[config.mk]
export PLATFORM = sky130hd
export DESIGN_NAME = qslerp_sqrt
export DESIGN_NICKNAME = d
export VERILOG_FILES = /design/src/design/qslerp_pkg.sv /design/src/design/qslerp_sqrt.sv
export SDC_FILE = /design/constraint.sdc
export NUM_CORES = 2
export LEC_CHECK = 0
export BUFFER_PORTS_ARGS = -buffer_cell sky130_fd_sc_hd__buf_2
export CORE_MARGIN = 1.5
export CORE_UTILIZATION = 40
export CTS_CLUSTER_SIZE = 24
export DETAILED_ROUTE_END_ITERATION = 10
export SLEW_MARGIN = 10
export SYNTH_ARGS = -nofsm -noshare
export SYNTH_HDL_FRONTEND = slang
export SYNTH_SLANG_ARGS = --single-unit
[constraint.sdc]
create_clock -name i_clk -period 4.75 [get_ports i_clk]
set_clock_uncertainty 0.1 [all_clocks]
set_input_delay 0.2375 -clock i_clk [delete_from_list [all_inputs] [get_ports i_clk]]
set_output_delay 0.2375 -clock i_clk [all_outputs]
set_load 0.01 [all_outputs]
[src/design/qslerp_pkg.sv]
// Shared types, constants and the arctangent table for the quaternion slerp block.
package qslerp_pkg;

    localparam int ROOT_W = 31;   // square root of a Q.60 radicand
    localparam int RAD_W  = 61;   // radicand 1 - d*d in Q.60
    localparam int REM_W  = 62;   // root remainder incl. trial growth
    localparam int ANG_W  = 34;   // CORDIC datapath, Q.30 with headroom
    localparam int QUOT_W = 33;   // ratio magnitude up to 4.0 in Q.30, plus overflow room
    localparam int DREM_W = 64;   // divider remainder
    localparam int ATAN_N = 24;

    localparam logic [14:0] THRESH_RST = 15'd16376;
    localparam logic [32:0] DOT_ONE    = 33'h0_1000_0000;             // 1.0 in Q4.28
    localparam logic [60:0] RAD_ONE    = 61'h1000_0000_0000_0000;     // 1.0 in Q.60
    localparam logic [32:0] QMAX       = 33'h1_0000_0000;             // 4.0 in Q.30
    localparam logic signed [49:0]      HALF_PI_P = 50'sh0_6487_ED51;
    localparam logic signed [ANG_W-1:0] KINV30    = 34'sh0_26DD_3B6A;

    typedef struct packed {
        logic [3:0][15:0] a;      // start quaternion, w x y z at 0..3
        logic [3:0][16:0] e;      // end quaternion after the short-arc sign flip
        logic [14:0]      frac;
        logic             lerp;
        logic [30:0]      d30;    // clamped dot, Q.30
        logic [30:0]      s30;    // sin(theta0), Q.30
    } t_side;

    localparam int SIDE_W = $bits(t_side);

    typedef struct packed {
        t_side side;
        logic  swap;
    } t_rside;

    typedef struct packed {
        t_side                  side;
        logic [ANG_W-1:0]       ct;
        logic                   neg;
    } t_dside;

    typedef struct packed {
        logic [3:0][15:0] r;
        logic             lerp;
    } t_res;

    function automatic logic [ANG_W-1:0] atan_val(input int unsigned idx);
        logic [ANG_W-1:0] v;
        case (idx)
            0:       v = 34'h0_3243_F6A8;
            1:       v = 34'h0_1DAC_6705;
            2:       v = 34'h0_0FAD_BAFC;
            3:       v = 34'h0_07F5_6EA6;
            4:       v = 34'h0_03FE_AB76;
            5:       v = 34'h0_01FF_D55B;
            6:       v = 34'h0_00FF_FAAA;
            7:       v = 34'h0_007F_FF55;
            8:       v = 34'h0_003F_FFEA;
            9:       v = 34'h0_001F_FFFD;
            10:      v = 34'h0_000F_FFFF;
            11:      v = 34'h0_0007_FFFF;
            12:      v = 34'h0_0003_FFFF;
            13:      v = 34'h0_0001_FFFF;
            14:      v = 34'h0_0000_FFFF;
            15:      v = 34'h0_0000_7FFF;
            16:      v = 34'h0_0000_3FFF;
            17:      v = 34'h0_0000_1FFF;
            18:      v = 34'h0_0000_0FFF;
            19:      v = 34'h0_0000_07FF;
            20:      v = 34'h0_0000_03FF;
            21:      v = 34'h0_0000_01FF;
            22:      v = 34'h0_0000_00FF;
            23:      v = 34'h0_0000_007F;
            default: v = '0;
        endcase
        return v;
    endfunction

    function automatic logic [15:0] sat16(input logic signed [53:0] v);
        logic [15:0] o;
        if (v > 54'sd32767) begin
            o = 16'h7FFF;
        end else if (v < -54'sd32768) begin
            o = 16'h8000;
        end else begin
            o = v[15:0];
        end
        return o;
    endfunction

endpackage

[src/design/qslerp_sqrt.sv]
// Pipelined integer square root, one root bit per stage.
module qslerp_sqrt import qslerp_pkg::*; #(
    parameter int SB_W = 1
) (
    input  logic              i_clk,
    input  logic              i_rst_n,
    input  logic              i_en,
    input  logic              i_valid,
    input  logic [SB_W-1:0]   i_side,
    input  logic [RAD_W-1:0]  i_rad,
    output logic              o_valid,
    output logic [SB_W-1:0]   o_side,
    output logic [ROOT_W-1:0] o_root
);

    logic [REM_W-1:0]  w_rem  [ROOT_W+1];
    logic [ROOT_W-1:0] w_root [ROOT_W+1];
    logic              w_vld  [ROOT_W+1];
    logic [SB_W-1:0]   w_side [ROOT_W+1];

    logic [REM_W-1:0]  r_rem  [ROOT_W];
    logic [ROOT_W-1:0] r_root [ROOT_W];
    logic              r_vld  [ROOT_W];
    logic [SB_W-1:0]   r_side [ROOT_W];

    assign w_rem[0]  = {1'b0, i_rad};
    assign w_root[0] = '0;
    assign w_vld[0]  = i_valid;
    assign w_side[0] = i_side;

    for (genvar j = 0; j < ROOT_W; j++) begin : g_stage
        localparam int K = ROOT_W - 1 - j;
        logic [REM_W-1:0] w_trial;
        logic             w_take;

        // (root + 2^K)^2 - root^2
        assign w_trial = ({{(REM_W-ROOT_W){1'b0}}, w_root[j]} << (K + 1))
                       + (REM_W'(1) << (2 * K));
        assign w_take  = w_rem[j] >= w_trial;

        always_ff @(posedge i_clk) begin
            if (!i_rst_n) begin
                r_vld[j] <= 1'b0;
            end else if (i_en) begin
                r_vld[j] <= w_vld[j];
            end
        end

        always_ff @(posedge i_clk) begin
            if (i_en) begin
                r_rem[j]  <= w_take ? w_rem[j] - w_trial : w_rem[j];
                r_root[j] <= w_take ? (w_root[j] | (ROOT_W'(1) << K)) : w_root[j];
                r_side[j] <= w_side[j];
            end
        end

        assign w_rem[j+1]  = r_rem[j];
        assign w_root[j+1] = r_root[j];
        assign w_vld[j+1]  = r_vld[j];
        assign w_side[j+1] = r_side[j];
    end

    assign o_valid = w_vld[ROOT_W];
    assign o_side  = w_side[ROOT_W];
    assign o_root  = w_root[ROOT_W];

endmodule

==> impl_metrics.env <==
export IMPL_routabilityCongestion=0.9225
export IMPL_r2r_cells=11
export IMPL_ios=99
export IMPL_cap_violations=0
export IMPL_fmax_mhz=230.8
export IMPL_worstMarginPinSlew_ps=1234
export IMPL_io_buffers=98
export IMPL_initial_utilization=0.4030
export IMPL_die_width_um=539.7
export IMPL_cts_max_level=5
export IMPL_regArea_um2=72600
export IMPL_fp_coreArea_um2=285900
export IMPL_worst_ep_required_time_ps=5240
export IMPL_worstSkewPairLatency_ps=900
export IMPL_min_path_cells=2
export IMPL_use_met3=0.02884
export IMPL_status="completed"
export IMPL_synthAdderAreaFrac=0.05678
export IMPL_layout_common_cells="edfxtp_1, inv_1, nand2_1, nor2_1, a21oi_1"
export IMPL_root_buffer="clkbuf_16"
export IMPL_dp_cells=12950
export IMPL_cts_path_max_buffers=4
export IMPL_rsz0062_at_grt="false"
export IMPL_r2r_end="r_rem[26][58]"
export IMPL_drt_total_wl_um=312600
export IMPL_drtAntennaViolNets=0
export IMPL_hold_violations=0
export IMPL_post_cts_buffers=0
export IMPL_drc=0
export IMPL_met2_usage=0.3825
export IMPL_finalCritPeriodShare=0.9121
export IMPL_synth_area_um2=115200
export IMPL_gr_max_usage_layer="met2"
export IMPL_dr_pass1_iters=6
export IMPL_cts_tree="done"
export IMPL_syn_to_final_growth_pct=13.51
export IMPL_critical_path_class="reg2reg"
export IMPL_synthArstFlopShare=0
export IMPL_drtIter0Drc=6323
export IMPL_yosysTopAreaCellShare=0.6298
export IMPL_hpwlAfterDp_um=238200
export IMPL_fillers=25570
export IMPL_grt_pass1_vias=73500
export IMPL_worst_slack_ps=417.5
export IMPL_synth_seq_area_share=0.6300
export IMPL_worstReg2RegStart="r_root[25][30]"
export IMPL_yosysTopAreaCell="edfxtp_1"
export IMPL_avgSynthCellArea_um2=12.59
export IMPL_synth_edff_count=2417
export IMPL_rows=196
export IMPL_die_area_um2=291300
export IMPL_cp_startpoint="r_root[25][30]"
export IMPL_finalSetupViolations=0
export IMPL_antenna_found_initial=4
export IMPL_r2r_slack_ps=420
export IMPL_path_max_fanout=7
export IMPL_leakage_uw=0.04854
export IMPL_cts_sinks=2418
export IMPL_overflow=0
export IMPL_synth_top_family_by_area="simple AND/OR/NAND/NOR gates"
export IMPL_wl_per_cell_um=23.06
export IMPL_cp_start_kind="flop"
export IMPL_endpoint="r_rem[26][58]"
export IMPL_power_density_nw_per_um2=481.5
export IMPL_peakVddDrop_uv=389.3
export IMPL_fin_nets=10180
export IMPL_dieHeight_um=539.7
export IMPL_ys_ff_latch=2418
export IMPL_setup_tns_ps=0
export IMPL_synthSimpleGateAreaFrac=0.1225
export IMPL_max_slew_margin=0.1563
export IMPL_synth_compound_area_frac=0.09183
export IMPL_min_period_ps=4333
export IMPL_endpoint_kind="flop"
export IMPL_synth_xor_area_share=0.06126
export IMPL_numCtsBuffers=270
export IMPL_layout_commonest_cell="edfxtp_1"
export IMPL_hold_path_class="in2reg"
export IMPL_whs_ps=248.7
export IMPL_avgViaCountPerCell=5.451
export IMPL_arrival_ps=4820
export IMPL_drive_gt1_frac=0.07842
export IMPL_met1_usage=0.2386
export IMPL_grt_pass1_wl_um=464100
export IMPL_grt_start_max_net_pins=195
export IMPL_finalMaxSlewViolations=0
export IMPL_postSynthCellCount=9155
export IMPL_synthMuxAreaShare=0.009479
export IMPL_synth_area_leaders="edfxtp_1, ha_1, xnor2_1"
export IMPL_multi_input_area_um2=39490
export IMPL_num_vias=73900
export IMPL_grt_use_total=0.2103
export IMPL_ys_warn_count=0
export IMPL_synth_distinct_cells=97
export IMPL_finalNonFillerCells=13560
export IMPL_clkSlewWorstSetupHoldPaths_ps=60
export IMPL_ys_flop_type="edfxtp_1"
export IMPL_dp_slack_ps=214.2
==> how the worst min path moves through the flow <==
stage                 start        endpoint  slack, ps
2_1_floorplan      i_rad[0]     r_rem[0][0]        240
5_1_grt                i_en  r_root[12][23]        200
3_5_place_dp   r_side[4][1]    r_side[4][2]        310
6_report               i_en   r_rem[12][44]        250
4_1_cts                i_en   r_rem[12][44]        190
3_3_place_gp   r_side[0][3]    r_side[1][0]        300
==> cell usage after synthesis, types with 13 or more instances <==
library cell and count:
a2111oi_0 16, a211o_1 14, a211oi_1 51, a21boi_0 21, a21o_1 181, a21oi_1 533, a31o_2 13, a31oi_1 47
and2_1 30, and3_1 82, and4_1 17, buf_1 20, buf_2 17, clkbuf_1 151, edfxtp_1 2417, ha_1 523
inv_1 665, mux2_2 89, nand2_1 623, nand2b_1 106, nand3_1 159, nand3b_1 32, nand4_1 133, nand4b_1 21
nor2_1 584, nor2b_1 74, nor3_1 255, nor3b_1 17, nor4_1 324, nor4b_1 53, o211ai_1 29, o21a_1 106
o21ai_0 468, o21bai_1 44, o22ai_1 14, o31a_1 13, o31ai_1 49, or2_2 32, or3_1 95, or4_1 58
xnor2_1 418, xor2_1 388
==> metal layers <==
layer	routed length (um)	part of all wire
met4	18340	0.059
met3	13170	0.042
met1	119200	0.38
met5	0	0
met2	161900	0.52
==> worst max-delay path: stages, from the launching register on <==
cell      delay [ps]
edfxtp_1         420
inv_1             70
ha_1             380
nand2_1          140
nor4_1           880
nand4_1          300
nand4_1          230
a211o_1          280
o211ai_1         210
or4b_2           720
nor3_1           240
xor2_1            90
==> metrics by stage <==
stage	util	power [uW]	area, um2
finish	0.4575	62990	130800
global route	0.4575	65850	130800
CTS	0.4574	63430	130800
detailed placement	0.4227	42680	120900
global placement	0.4227	42580	120900
floorplan	-	37540	115200
==> cell families (layout without fill, tap and decap cells) <==
group / Yosys count / after routing
other: 1 / 5
flip-flops: 2418 / 2418
buffers and inverters: 856 / 1493
multiplexers: 98 / 98
AND/OR/NAND/NOR: 2737 / 2737
AO/OA/AOI/OAI: 1716 / 1716
adder cells (fa/ha/maj): 523 / 523
XOR/XNOR: 806 / 806
==> layout make-up <==
class | count | area share
clock inverter | 145 | 0.01139
clock buffer | 334 | 0.05463
tap | 3762 | 0.03598
sequential | 2418 | 0.5550
inverter | 667 | 0.01914
antenna | 3 | 0.00005739
timing repair buffer | 347 | 0.02194
multi-input combinational | 5882 | 0.3019
==> where the power goes <==
group,leakage [uW],switching [uW],internal [uW]
registers,0.0233,2550,27000
logic,0.0211,7680,5200
clock network,0.00417,8670,11900
==> flip-flops by register name, summed over array words and instances (netlist names) <==
register,count
r_rem,1860
r_root,496
r_side,31
r_vld,31
==> timing repair <==
item | in CTS | in global routing
hold endpoints to repair | 313 | 0
gates resized for setup | 0 | 2
setup endpoints to repair | 0 | 12
hold buffers | 128 | 0
No activity file was read; power rests on OpenSTA's default activity.
